### src/jcbe_pkg.sv
// ----------------------------------------------------------------------------
// jcbe_pkg: shared types and constants of the joybus command bit engine
// Holds the beat types, action and register codes and the command table.
// ----------------------------------------------------------------------------
package jcbe_pkg;

  localparam int unsigned ResponseBytes = 8;
  localparam int unsigned ByteCountW    = 5;
  localparam int unsigned BitIndexW     = 5;

  localparam logic [1:0] ActSend    = 2'd0;
  localparam logic [1:0] ActTick    = 2'd1;
  localparam logic [1:0] ActCapture = 2'd2;

  localparam logic [1:0] CmdProbe      = 2'd0;
  localparam logic [1:0] CmdPoll       = 2'd1;
  localparam logic [1:0] CmdOrigin     = 2'd2;
  localparam logic [1:0] CmdPollRumble = 2'd3;

  localparam logic [1:0] CfgOneCompare    = 2'd0;
  localparam logic [1:0] CfgZeroCompare   = 2'd1;
  localparam logic [1:0] CfgWidthThresh   = 2'd2;

  localparam logic [BitIndexW-1:0] ShortCmdBits = BitIndexW'(8);
  localparam logic [BitIndexW-1:0] LongCmdBits  = BitIndexW'(24);
  localparam logic [ByteCountW-1:0] RespBytesC  = ByteCountW'(ResponseBytes);

  typedef struct packed {
    logic [1:0]  action;
    logic [1:0]  command;
    logic [15:0] pulse_width;
  } in_item_t;

  typedef struct packed {
    logic [7:0] compare_first;
    logic [7:0] compare_next;
    logic       compare_valid;
    logic       line_driven;
    logic       transmit_finished;
    logic [7:0] received_byte;
    logic       byte_valid;
    logic [3:0] byte_index;
    logic       response_done;
  } out_item_t;

  typedef struct packed {
    logic [7:0]  one_compare;
    logic [7:0]  zero_compare;
    logic [15:0] width_threshold;
  } cfg_t;

  function automatic logic [7:0] cmd_byte(input logic [1:0] cmd, input logic [1:0] sel);
    logic [7:0] b;
    b = 8'h00;
    case (cmd)
      CmdPoll: begin
        if (sel == 2'd0) b = 8'h40;
        else if (sel == 2'd1) b = 8'h03;
      end
      CmdOrigin: begin
        if (sel == 2'd0) b = 8'h41;
      end
      CmdPollRumble: begin
        if (sel == 2'd0) b = 8'h40;
        else if (sel == 2'd1) b = 8'h03;
        else if (sel == 2'd2) b = 8'h01;
      end
      default: b = 8'h00;
    endcase
    return b;
  endfunction

  function automatic logic cmd_bit(input logic [1:0] cmd, input logic [BitIndexW-1:0] idx);
    logic [7:0] b;
    b = cmd_byte(cmd, idx[4:3]);
    return b[3'd7 - idx[2:0]];
  endfunction

  function automatic logic [BitIndexW-1:0] cmd_total(input logic [1:0] cmd);
    return (cmd == CmdPoll || cmd == CmdPollRumble) ? LongCmdBits : ShortCmdBits;
  endfunction

endpackage

### src/jcbe_cfg_regs.sv
// ----------------------------------------------------------------------------
// jcbe_cfg_regs: configuration registers
// Holds the compare values and the width threshold written over the
// configuration channel.
// ----------------------------------------------------------------------------
module jcbe_cfg_regs import jcbe_pkg::*; (
  input  logic        clk_i,
  input  logic        rst_ni,
  input  logic        cfg_valid_i,
  output logic        cfg_ready_o,
  input  logic [1:0]  cfg_index_i,
  input  logic [15:0] cfg_data_i,
  output cfg_t        cfg_o
);

  cfg_t cfg_d, cfg_q;

  assign cfg_ready_o = 1'b1;
  assign cfg_o       = cfg_q;

  always_comb begin
    cfg_d = cfg_q;
    if (cfg_valid_i) begin
      unique case (cfg_index_i)
        CfgOneCompare:  cfg_d.one_compare     = cfg_data_i[7:0];
        CfgZeroCompare: cfg_d.zero_compare    = cfg_data_i[7:0];
        CfgWidthThresh: cfg_d.width_threshold = cfg_data_i;
        default:        cfg_d = cfg_q;
      endcase
    end
  end

  always_ff @(posedge clk_i or negedge rst_ni) begin
    if (!rst_ni) begin
      cfg_q.one_compare     <= 8'd20;
      cfg_q.zero_compare    <= 8'd60;
      cfg_q.width_threshold <= 16'd40;
    end else begin
      cfg_q <= cfg_d;
    end
  end

endmodule

### src/jcbe_core.sv
// ----------------------------------------------------------------------------
// jcbe_core: transmit and receive state with the per-beat result logic
// Updates the protocol state and forms the result of one input beat when
// the beat moves from the input register to the result register.
// ----------------------------------------------------------------------------
module jcbe_core import jcbe_pkg::*; (
  input  logic      clk_i,
  input  logic      rst_ni,
  input  logic      advance_i,
  input  in_item_t  item_i,
  input  cfg_t      cfg_i,
  output out_item_t result_o
);

  logic [1:0]            cmd_d, cmd_q;
  logic [BitIndexW-1:0]  idx_d, idx_q;
  logic [BitIndexW-1:0]  total_d, total_q;
  logic                  tx_d, tx_q;
  logic                  rx_d, rx_q;
  logic [7:0]            shift_d, shift_q;
  logic [2:0]            bitcnt_d, bitcnt_q;
  logic [ByteCountW-1:0] bytecnt_d, bytecnt_q;
  logic [7:0]            shift_new;
  logic [2:0]            bitcnt_new;
  logic [ByteCountW-1:0] bytecnt_new;

  always_comb begin
    cmd_d     = cmd_q;
    idx_d     = idx_q;
    total_d   = total_q;
    tx_d      = tx_q;
    rx_d      = rx_q;
    shift_d   = shift_q;
    bitcnt_d  = bitcnt_q;
    bytecnt_d = bytecnt_q;
    result_o  = '0;
    shift_new   = {shift_q[6:0], (item_i.pulse_width < cfg_i.width_threshold)};
    bitcnt_new  = bitcnt_q + 3'd1;
    bytecnt_new = bytecnt_q + ByteCountW'(1);

    case (item_i.action)
      ActSend: begin
        cmd_d   = item_i.command;
        total_d = cmd_total(item_i.command);
        idx_d   = BitIndexW'(2);
        tx_d    = 1'b1;
        rx_d    = 1'b0;
        result_o.compare_first = cmd_bit(item_i.command, BitIndexW'(0)) ?
                                 cfg_i.one_compare : cfg_i.zero_compare;
        result_o.compare_next  = cmd_bit(item_i.command, BitIndexW'(1)) ?
                                 cfg_i.one_compare : cfg_i.zero_compare;
        result_o.compare_valid = 1'b1;
      end
      ActTick: begin
        if (tx_q) begin
          if (idx_q < total_q) begin
            result_o.compare_next  = cmd_bit(cmd_q, idx_q) ?
                                     cfg_i.one_compare : cfg_i.zero_compare;
            result_o.compare_valid = 1'b1;
            idx_d = idx_q + BitIndexW'(1);
          end else if (idx_q == total_q) begin
            result_o.compare_next  = cfg_i.one_compare;
            result_o.compare_valid = 1'b1;
            idx_d = idx_q + BitIndexW'(1);
          end else begin
            tx_d      = 1'b0;
            rx_d      = 1'b1;
            shift_d   = '0;
            bitcnt_d  = '0;
            bytecnt_d = '0;
            result_o.transmit_finished = 1'b1;
          end
        end
      end
      ActCapture: begin
        if (rx_q) begin
          shift_d  = shift_new;
          bitcnt_d = bitcnt_new;
          if (bitcnt_new == 3'd0) begin
            result_o.received_byte = shift_new;
            result_o.byte_valid    = 1'b1;
            result_o.byte_index    = bytecnt_q[3:0];
            bytecnt_d = bytecnt_new;
            shift_d   = '0;
            if (bytecnt_new >= RespBytesC) begin
              rx_d = 1'b0;
              result_o.response_done = 1'b1;
            end
          end
        end
      end
      default: begin
        result_o = '0;
      end
    endcase
    result_o.line_driven = tx_d;
  end

  always_ff @(posedge clk_i or negedge rst_ni) begin
    if (!rst_ni) begin
      cmd_q     <= '0;
      idx_q     <= '0;
      total_q   <= '0;
      tx_q      <= 1'b0;
      rx_q      <= 1'b0;
      shift_q   <= '0;
      bitcnt_q  <= '0;
      bytecnt_q <= '0;
    end else if (advance_i) begin
      cmd_q     <= cmd_d;
      idx_q     <= idx_d;
      total_q   <= total_d;
      tx_q      <= tx_d;
      rx_q      <= rx_d;
      shift_q   <= shift_d;
      bitcnt_q  <= bitcnt_d;
      bytecnt_q <= bytecnt_d;
    end
  end

  // The line is never driven while the receiver listens.
  assert property (@(posedge clk_i) disable iff (!rst_ni) !(tx_q && rx_q))
    else $error("transmit and receive active together");

  // The bit index never passes the stop bit by more than one step.
  assert property (@(posedge clk_i) disable iff (!rst_ni)
                   tx_q |-> (idx_q <= total_q + BitIndexW'(1)))
    else $error("transmit bit index out of range");

  // The receiver stops once the full response is in.
  assert property (@(posedge clk_i) disable iff (!rst_ni)
                   rx_q |-> (bytecnt_q < RespBytesC))
    else $error("receiver active past the last response byte");

  // A finished response always comes with its last byte.
  assert property (@(posedge clk_i) disable iff (!rst_ni)
                   result_o.response_done |-> result_o.byte_valid)
    else $error("response done without a byte");

endmodule

### src/joybus_command_bit_engine_unit.sv
// ----------------------------------------------------------------------------
// joybus_command_bit_engine_unit: bit engine for a one-wire controller link
// Turns send, tick and capture beats into compare values and response bytes.
//
// Input channel (in_valid_i, in_stall_o, in_data_i): one beat per event;
// a send picks a command, a tick asks for the next bit, a capture carries a
// measured low width. Output channel (out_valid_o, out_stall_i, out_data_o):
// exactly one result beat per input beat, in order.
// Configuration channel (cfg_valid_i, cfg_ready_o, cfg_index_i, cfg_data_i):
// always ready; write only while no beats are in flight.
// A result passes through the input register, then the state update and result
// logic feed the result register; a receiver stall can hold a beat in between.
// Throughput is one beat per cycle while the receiver does not stall.
// When the receiver stalls, the result register holds, the input register
// still takes one beat, and in_stall_o rises once both are full.
// Reset clears both valid flags and the transmit and receive state, and loads
// the register defaults (one 20, zero 60, threshold 40).
// ----------------------------------------------------------------------------
module joybus_command_bit_engine_unit import jcbe_pkg::*; (
  input  logic        clk_i,
  input  logic        rst_ni,
  input  logic        in_valid_i,
  output logic        in_stall_o,
  input  in_item_t    in_data_i,
  output logic        out_valid_o,
  input  logic        out_stall_i,
  output out_item_t   out_data_o,
  input  logic        cfg_valid_i,
  output logic        cfg_ready_o,
  input  logic [1:0]  cfg_index_i,
  input  logic [15:0] cfg_data_i
);

  cfg_t      cfg;
  in_item_t  in_item_q;
  logic      in_valid_d, in_valid_q;
  out_item_t out_item_q, result;
  logic      out_valid_d, out_valid_q;
  logic      advance, accept;

  assign advance    = in_valid_q && (!out_valid_q || !out_stall_i);
  assign in_stall_o = in_valid_q && out_valid_q && out_stall_i;
  assign accept     = in_valid_i && !in_stall_o;

  assign out_valid_o = out_valid_q;
  assign out_data_o  = out_item_q;

  jcbe_cfg_regs u_cfg (
    .clk_i       (clk_i),
    .rst_ni      (rst_ni),
    .cfg_valid_i (cfg_valid_i),
    .cfg_ready_o (cfg_ready_o),
    .cfg_index_i (cfg_index_i),
    .cfg_data_i  (cfg_data_i),
    .cfg_o       (cfg)
  );

  jcbe_core u_core (
    .clk_i     (clk_i),
    .rst_ni    (rst_ni),
    .advance_i (advance),
    .item_i    (in_item_q),
    .cfg_i     (cfg),
    .result_o  (result)
  );

  always_comb begin
    in_valid_d = in_valid_q;
    if (accept) begin
      in_valid_d = 1'b1;
    end else if (advance) begin
      in_valid_d = 1'b0;
    end
    out_valid_d = out_valid_q;
    if (advance) begin
      out_valid_d = 1'b1;
    end else if (!out_stall_i) begin
      out_valid_d = 1'b0;
    end
  end

  always_ff @(posedge clk_i or negedge rst_ni) begin
    if (!rst_ni) begin
      in_valid_q  <= 1'b0;
      out_valid_q <= 1'b0;
    end else begin
      in_valid_q  <= in_valid_d;
      out_valid_q <= out_valid_d;
    end
  end

  always_ff @(posedge clk_i) begin
    if (accept) begin
      in_item_q <= in_data_i;
    end
    if (advance) begin
      out_item_q <= result;
    end
  end

endmodule
### config.mk
export PLATFORM = sky130hd
export DESIGN_NAME = joybus_command_bit_engine_unit
export DESIGN_NICKNAME = d
export VERILOG_FILES = /design/src/jcbe_pkg.sv /design/src/jcbe_cfg_regs.sv /design/src/jcbe_core.sv /design/src/joybus_command_bit_engine_unit.sv
export SDC_FILE = /design/constraint.sdc
export NUM_CORES = 1
export LEC_CHECK = 0
export BUFFER_PORTS_ARGS = -buffer_cell sky130_fd_sc_hd__buf_2
export CAP_MARGIN = 20
export CORE_MARGIN = 5
export CORE_UTILIZATION = 55
export DETAILED_ROUTE_END_ITERATION = 10
export PLACE_DENSITY = 0.77
export SYNTH_ARGS = -nofsm -noshare
export SYNTH_HDL_FRONTEND = slang
export SYNTH_HIERARCHICAL = 1
export SYNTH_SLANG_ARGS = --single-unit
### constraint.sdc
create_clock -name clk_i -period 12.9 [get_ports clk_i]
set_clock_uncertainty 0.15 [all_clocks]
set_input_delay 0.645 -clock clk_i [delete_from_list [all_inputs] [get_ports clk_i]]
set_output_delay 0.645 -clock clk_i [all_outputs]
set_load 0.01 [all_outputs]
Word level (Yosys, flattened, before mapping)
Cells that the tools add are included.
{ "classes": {"reduce_logical": 29, "bitwise_logic": 2, "addsub": 4, "n_eq_ne": 20, "n_mux": 61, "n_lt_le_gt_ge": 4} }
{ "op_table": {"columns": ["op", "n"], "rows": [
  ["two-way mux 8 bit", 10],
  ["two-way mux 5 bit", 9],
  ["two-way mux 7 bit", 6],
  ["case mux 7 bit (2 select lines)", 2],
  ["two-way mux 9 bit", 3],
  ["case mux 8 bit (3 select lines)", 1],
  ["case mux 5 bit (2 select lines)", 2],
  ["case mux 9 bit (2 select lines)", 1],
  ["two-way mux 1 bit", 17],
  ["less-than comparator 16 bit", 1],
  ["== test 2 bit, second input constant", 7],
  ["two-way mux 3 bit", 4],
  ["adder 5 x 1 -> 5 bit, second input constant", 2],
  ["== test 2 x 1 -> 1 bit, second input constant", 5],
  ["AND reduction 2 bit", 5],
  ["inequality test 2 x 1 -> 1 bit, second input constant", 4],
  ["AND reduction 7 bit", 1],
  ["zero test 2 bit", 3],
  ["two-way mux 6 bit", 1],
  ["case mux 3 bit (2 select lines)", 1],
  ["AND reduction 6 bit", 1],
  ["nonzero test 2 bit", 3],
  ["== test 5 bit", 1],
  ["greater-or-equal comparator 5 x 4 -> 1 bit, second input constant", 1],
  ["other kinds (21)", 29]
]} }
{ "word_totals": {"output_inout_bits": 36, "regBits": 116, "inputBits": 43, "word_cells": 145} }

Logic depth before layout (Yosys ltp)
{ "depth": {"ltp_word": 14, "mapped_depth": 9, "depth_no_buf": 7} }

Cells and area by module
Netlist, hierarchy kept.
{ "by_module_without_submodules": {"columns": ["module", "seq_area_each_um2", "instances", "cells_each", "area_per_inst_um2"], "rows": [
  ["jcbe_core", 650.6, 1, 267, 2314.7],
  ["joybus_command_bit_engine_unit", 1641.6, 1, 61, 1684.1],
  ["jcbe_cfg_regs", 810.8, 1, 70, 1243.7]
]} }

Least setup slack after synthesis
Ideal clock, no wire load.
{ "synth_timing": {"path_kind": "input to register", "startpoint": "input out_stall_i", "endpoint": "register u_core.bytecnt_q[3]", "setup_time_ns": 0.122, "slack_ns": 7.198, "path_stages": 5, "arrival_ns": 5.431, "required_ns": 12.628, "n_path_buf": 0, "cell_sequence": "a21boi_0 -> clkinv_1 -> a211oi_4 -> o21ai_1 -> a32o_1"} }
{ "synth_between": {"elab_chain_cells": 4} }
{ "synth_rtl": {"columns": ["element", "line_no", "text"], "rows": [
  ["start, declared", "joybus_command_bit_engine_unit.sv:26", "input logic out_stall_i,"],
  ["zero test 1 bit", null, null],
  ["logical OR 1 bit", "joybus_command_bit_engine_unit.sv:41", "assign advance = in_valid_q && (!out_valid_q || !out_stall_i);"],
  ["logical AND 1 bit", "joybus_command_bit_engine_unit.sv:41", null],
  ["AND reduction 7 bit (no source line)", null, null],
  ["end signal, assigned", "jcbe_core.sv:117", "bytecnt_q <= bytecnt_d;"],
  ["end, declared", "jcbe_core.sv:22", "logic [ByteCountW-1:0] bytecnt_d, bytecnt_q;"]
]} }
Every way passes these cells.
A chain may end at the register's enable or synchronous reset.

Final worst setup path
{ "layout_timing": {"startpoint": "register in_item_q[18] (netlist name)", "endpoint": "register u_core.bytecnt_q[3]"} }
{ "layout_between": {"elab_chain_cells": 3, "word_cells_on_any_way": 10, "cone_classes": "eq/ne: 7; mux: 1; reduce/logical: 2"} }
{ "layout_rtl": {"columns": ["element", "line_no", "text"], "rows": [
  ["start, declared", "joybus_command_bit_engine_unit.sv:35", "in_item_t in_item_q;"],
  ["start signal, assigned", "joybus_command_bit_engine_unit.sv:94", "in_item_q <= in_data_i;"],
  ["== test 2 bit or == test 2 x 1 -> 1 bit (tied branches)", "jcbe_core.sv:41", "case (item_i.action)"],
  ["inequality test 2 x 1 -> 1 bit (no source line), or another cell as far along", null, null],
  ["AND reduction 7 bit (no source line)", null, null]
]} }
Several ways; a longest one is shown, not always the timed one.

==> impl_summary.md <==
Place
The total instance count after detailed placement is between 500 and 600. During placement, the flow inserted port buffers numbering a little under 80. OpenSTA, run right after detailed placement, puts the worst setup slack at around 10 ns. The half-perimeter wire length of the detailed placement result is approximately 6700 microns. The placer congestion estimate is 0.7522.

The placed instances occupy a cell area of ~5800 sq um.

Worst setup path
The slack of the worst reg-to-reg path is 10.38 ns. The critical setup path kind is flop to flop. On the worst path, the slowest cell contributes a delay of about 0.46 ns. The endpoint kind of the worst setup timing path is a flop. The number of buffer and inverter stages on the critical path is 1. The highest-delay cell along the critical path is sky130_fd_sc_hd__and3_1. At the worst endpoint, the required time is 13.15 ns.

The endpoint arrival time on the critical path is ~2.8 ns. Among cell families on the critical path, the largest total delay comes from compound AO/OA/AOI/OAI gates. The launching element type of the critical path is a flop.

In this run the worst path has a maximum fanout of 14. Walking the worst path, the cells encountered are inv_1 -> ha_1 -> and3_1 -> a21oi_1 -> a211oi_4 -> o21ai_1 -> a32o_1.

Power and ir drop
The share of power burned in combinational logic is 16.2%. In this run the power density over the cells is 168.2 nW/um^2. Of the total power, the clock network draws 39.8%. The worst-case IR drop observed on VDD is 0.1084 mV. The total net switching power is about 0.3 mW.

The design internal power is 0.7695 mW. The standby leakage power is around 2.8 nW. In this run, flip-flops and latches consume between 40% and 50% of the power. The net switching share of the total power is roughly 28%. Summing internal, switching and leakage power gives about 1.1 mW.

Global routing
The maximum number of pins on one net before global-route repair is 61. The via count of the first global-routing pass was around 3,300. The first-pass GRT wire length is 15,990 microns. The initial antenna violation count came to 0. The aggregate global routing overflow is 0. Global routing consumed, over all layers together, about 18% of the routing resources.

Die
For this design the top-level I/O count stands at 79. After floorplanning, the core was sized to cover 9284 sq um. The horizontal extent of the die is around 110 microns. The number of core rows is 35. The initial core utilization is approximately 56%. The die area is roughly 12,000 sq um. The vertical extent of the die is about 110 microns.

Route
For this run, design rule violations remaining after detail routing come to 0. The final wirelength is roughly 10000 microns. For this run, the detailed router's first-pass iteration total came to 4. Detailed routing inserted a total of roughly 3,300 vias. Dividing the detail-routed via count by the number of cells gives approximately 5.3. The detailed router's first-iteration violation count is 138. The count of nets left with antenna violations once routing finished came out at 0. After detailed routing, the average wire length per cell comes to roughly 15 microns.

STA
The worst hold margin is 0.1292 ns. The count of final max-slew check failures is 0. Static timing analysis puts the maximum clock frequency at about 400 MHz. Setup repair after global routing left no endpoint under its margin. Counting I/O delays and the setup requirement, the final critical path takes 2.516 ns. The final critical-path share of the clock period is around a fifth.

The count of endpoints failing hold in the final timing report is 0. The worst max-slew margin expressed relative to the limit is a little over a third. The count of endpoints failing setup in the final report is 0.

At the pin with the least slew margin, the transition time is between 0.9 and 1 ns. The final sum of negative setup slack is 0 ns. The final setup slack of the worst path is 10.38 ns.

Clock tree
Counting the buffers created by CTS gives 17. The H-tree depth is 4. The CTS tree is done. The clock-pin transition on the worst setup and hold timing paths is around 0.06 ns. For this design, the CTS-stage hold fixing added 0 buffers. The number of sinks on the clock net is between 100 and 150. Once the clock tree was built, the setup fixing pass inserted 0 buffers. The clock tree root buffer cell is sky130_fd_sc_hd__clkbuf_8. The clock passes through at most 2 buffers. In this run, post-CTS repair resized a total of 0 instances. The clock latency on the worst-skew pair is around 0.51 ns.

Synth
The net count of the mapped netlist is 470. The synthesized netlist occupies a cell area of around 5200 sq um. In the synthesized netlist the dominant register cell turns out to be sky130_fd_sc_hd__edfxtp_1. The number of synthesized flops with an enable pin is 53. In the synthesized netlist the async set-or-reset flop fraction comes to roughly 53%. After synthesis, the mean cell area works out to 13.17 sq um. The sequential fraction of the synthesis area is 59.19%. Synthesis instantiated 56 different standard cells from the library. After synthesis the netlist holds a flip-flop and latch count of about 110. The synthesized instance count is roughly 400. The number of warnings issued by yosys is 6.

Finish
The final standard cell area without fillers is between 6000 and 7000 sq um. The layout-stage area growth over the synthesis result is 20.50%. The number of antenna cells inserted is 0. The number of standard cells in the final layout excluding fillers is 630. The fraction of layout cells with a size suffix above 1 is around a third. The final layout contains 560 nets.

Measured on the finished design, the core utilization comes to 68.05%.

Status
The flow ran to the end, and the final reports show no timing, DRC or antenna violations.

Job
The count of max-cap constraint violations is 0.

Hold path
The path category of the worst min-delay check is primary input to asynchronous set/reset pin.
-- cells in the mapped netlist (2+ instances only) --
cell type	instances	area, sq um
sky130_fd_sc_hd__or4_1	3	22.52
sky130_fd_sc_hd__buf_2	3	15.01
sky130_fd_sc_hd__edfxtp_1	53	1592
sky130_fd_sc_hd__o21a_4	2	30.03
sky130_fd_sc_hd__nand3_1	20	100.1
sky130_fd_sc_hd__a32o_1	2	20.02
sky130_fd_sc_hd__o22ai_1	7	43.79
sky130_fd_sc_hd__buf_4	2	15.01
sky130_fd_sc_hd__and3_1	3	18.77
sky130_fd_sc_hd__a22o_1	2	17.52
sky130_fd_sc_hd__inv_1	36	135.1
sky130_fd_sc_hd__nor2_1	10	37.54
sky130_fd_sc_hd__ha_1	29	362.9
sky130_fd_sc_hd__nor2b_1	2	12.51
sky130_fd_sc_hd__o31ai_1	3	22.52
sky130_fd_sc_hd__o21ai_1	2	10.01
sky130_fd_sc_hd__dfrtp_1	52	1301
sky130_fd_sc_hd__clkinv_1	2	7.510
sky130_fd_sc_hd__mux2i_1	17	170.2
sky130_fd_sc_hd__a21oi_1	9	45.04
sky130_fd_sc_hd__nand4_1	2	12.51
sky130_fd_sc_hd__nor3_1	3	15.01
sky130_fd_sc_hd__nand2b_1	5	31.28
sky130_fd_sc_hd__o21ai_0	18	90.09
sky130_fd_sc_hd__nand3_2	2	20.02
sky130_fd_sc_hd__a21o_1	3	22.52
sky130_fd_sc_hd__mux2_2	34	382.9
sky130_fd_sc_hd__o2bb2ai_1	2	17.52
sky130_fd_sc_hd__dfstp_2	8	210.2
sky130_fd_sc_hd__nand2_1	15	56.30
sky130_fd_sc_hd__and2_1	21	131.4
sky130_fd_sc_hd__clkbuf_1	2	7.510
-- placed cells by master, fill, tap and decap left out, types with 3 or more instances in the layout --
cell type and instances:
sky130_fd_sc_hd__buf_2 77, sky130_fd_sc_hd__edfxtp_1 53, sky130_fd_sc_hd__dfrtp_1 52, sky130_fd_sc_hd__inv_1 36, sky130_fd_sc_hd__mux2_2 34, sky130_fd_sc_hd__ha_1 29, sky130_fd_sc_hd__and2_1 21, sky130_fd_sc_hd__nand3_1 20
sky130_fd_sc_hd__o21ai_0 18, sky130_fd_sc_hd__mux2i_1 17, sky130_fd_sc_hd__clkbuf_16 16, sky130_fd_sc_hd__nand2_1 15, sky130_fd_sc_hd__nor2_1 10, sky130_fd_sc_hd__a21oi_1 9, sky130_fd_sc_hd__dfstp_2 8, sky130_fd_sc_hd__o22ai_1 7
sky130_fd_sc_hd__nand2b_1 5, sky130_fd_sc_hd__clkinvlp_4 4, sky130_fd_sc_hd__inv_6 4, sky130_fd_sc_hd__clkinv_2 3, sky130_fd_sc_hd__clkinv_4 3, sky130_fd_sc_hd__and3_1 3, sky130_fd_sc_hd__nor3_1 3, sky130_fd_sc_hd__a21o_1 3
sky130_fd_sc_hd__o31ai_1 3, sky130_fd_sc_hd__or4_1 3
-- cells by family (layout without fill, tap and decap cells) --
logic type	count (synthesis)	after routing	share of synthesized area, %
mux	51	51	10.55
simple gates	93	93	10.79
fa+ha+maj	29	29	6.921
buf+inv	46	149	3.651
compound gates	64	64	8.664
other cells	1	1	0.07153
flops	113	113	59.19
xor+xnor	1	1	0.1671
-- registers in the layout, indices dropped and copies added (netlist names) --
| name | flops |
|---|---|
| in_item_q | 20 |
| in_valid_q | 1 |
| out_data_o | 33 |
| out_valid_o | 1 |
| u_cfg/cfg_o | 32 |
| u_core/bitcnt_q | 3 |
| u_core/bytecnt_q | 5 |
| u_core/cmd_q | 2 |
| u_core/idx_q | 5 |
| u_core/rx_q | 1 |
| u_core/shift_q | 7 |
| u_core/total_q | 2 |
| u_core/tx_q | 1 |
-- power by group through the flow --
stage               sequential [mW]  combinational [mW]  clock, mW
global placement              0.471               0.163          0
finish                        0.468               0.172      0.423
global route                  0.474               0.192      0.449
CTS                           0.468               0.173      0.430
detailed placement            0.474               0.170          0
floorplan                     0.470               0.119          0
-- routing by layer --
metal / up-vias / GRT usage [%] / routed length, microns
met5: - / 0 / 0
met4: 0 / 6.222 / 75
met3: 6 / 5.879 / 482
met2: 89 / 32.02 / 5295
met1: 1623 / 20.45 / 3889
li1: 1627 / - / -
-- cell type report --
class	count	area, sq um
Clock inverter	15	136.4
Clock buffer	17	414.1
Inverter	38	142.6
Fill cell	678	2967
Timing Repair Buffer	79	400.4
Sequential cell	113	3103
Multi-Input combinational cell	239	1959
Tap cell	129	161.4
-- path summary, 6_finish.rpt --
check,end,cells past startpoint,startpoint
min in group clk_i,in_item_q[2]$_DFFE_PP_,1,in_data_i[2]
min reg2reg,u_core/total_q[3]$_DFFE_PN0P_,1,u_core/total_q[3]$_DFFE_PN0P_
min,u_cfg/cfg_o[14]$_DFFE_PN0P_,2,rst_ni
max,u_core/bytecnt_q[3]$_DFFE_PN0P_,7,in_item_q[18]$_DFFE_PP_
max reg2reg,u_core/bytecnt_q[3]$_DFFE_PN0P_,7,in_item_q[18]$_DFFE_PP_
max in group asynchronous,u_core/shift_q[6]$_DFFE_PN0P_,2,rst_ni
-- worst register-to-register path: cells and delay by family (launching register included) --
| kind | cells | cell delay (ns) |
|---|---|---|
| AOI/OAI and AO/OA | 4 | 0.86 |
| adders and majority gates | 1 | 0.39 |
| buffers and inverters | 1 | 0.11 |
| DFF | 1 | 0.44 |
| and+or+nand+nor | 1 | 0.46 |
No activity file was read; power rests on OpenSTA's default activity.
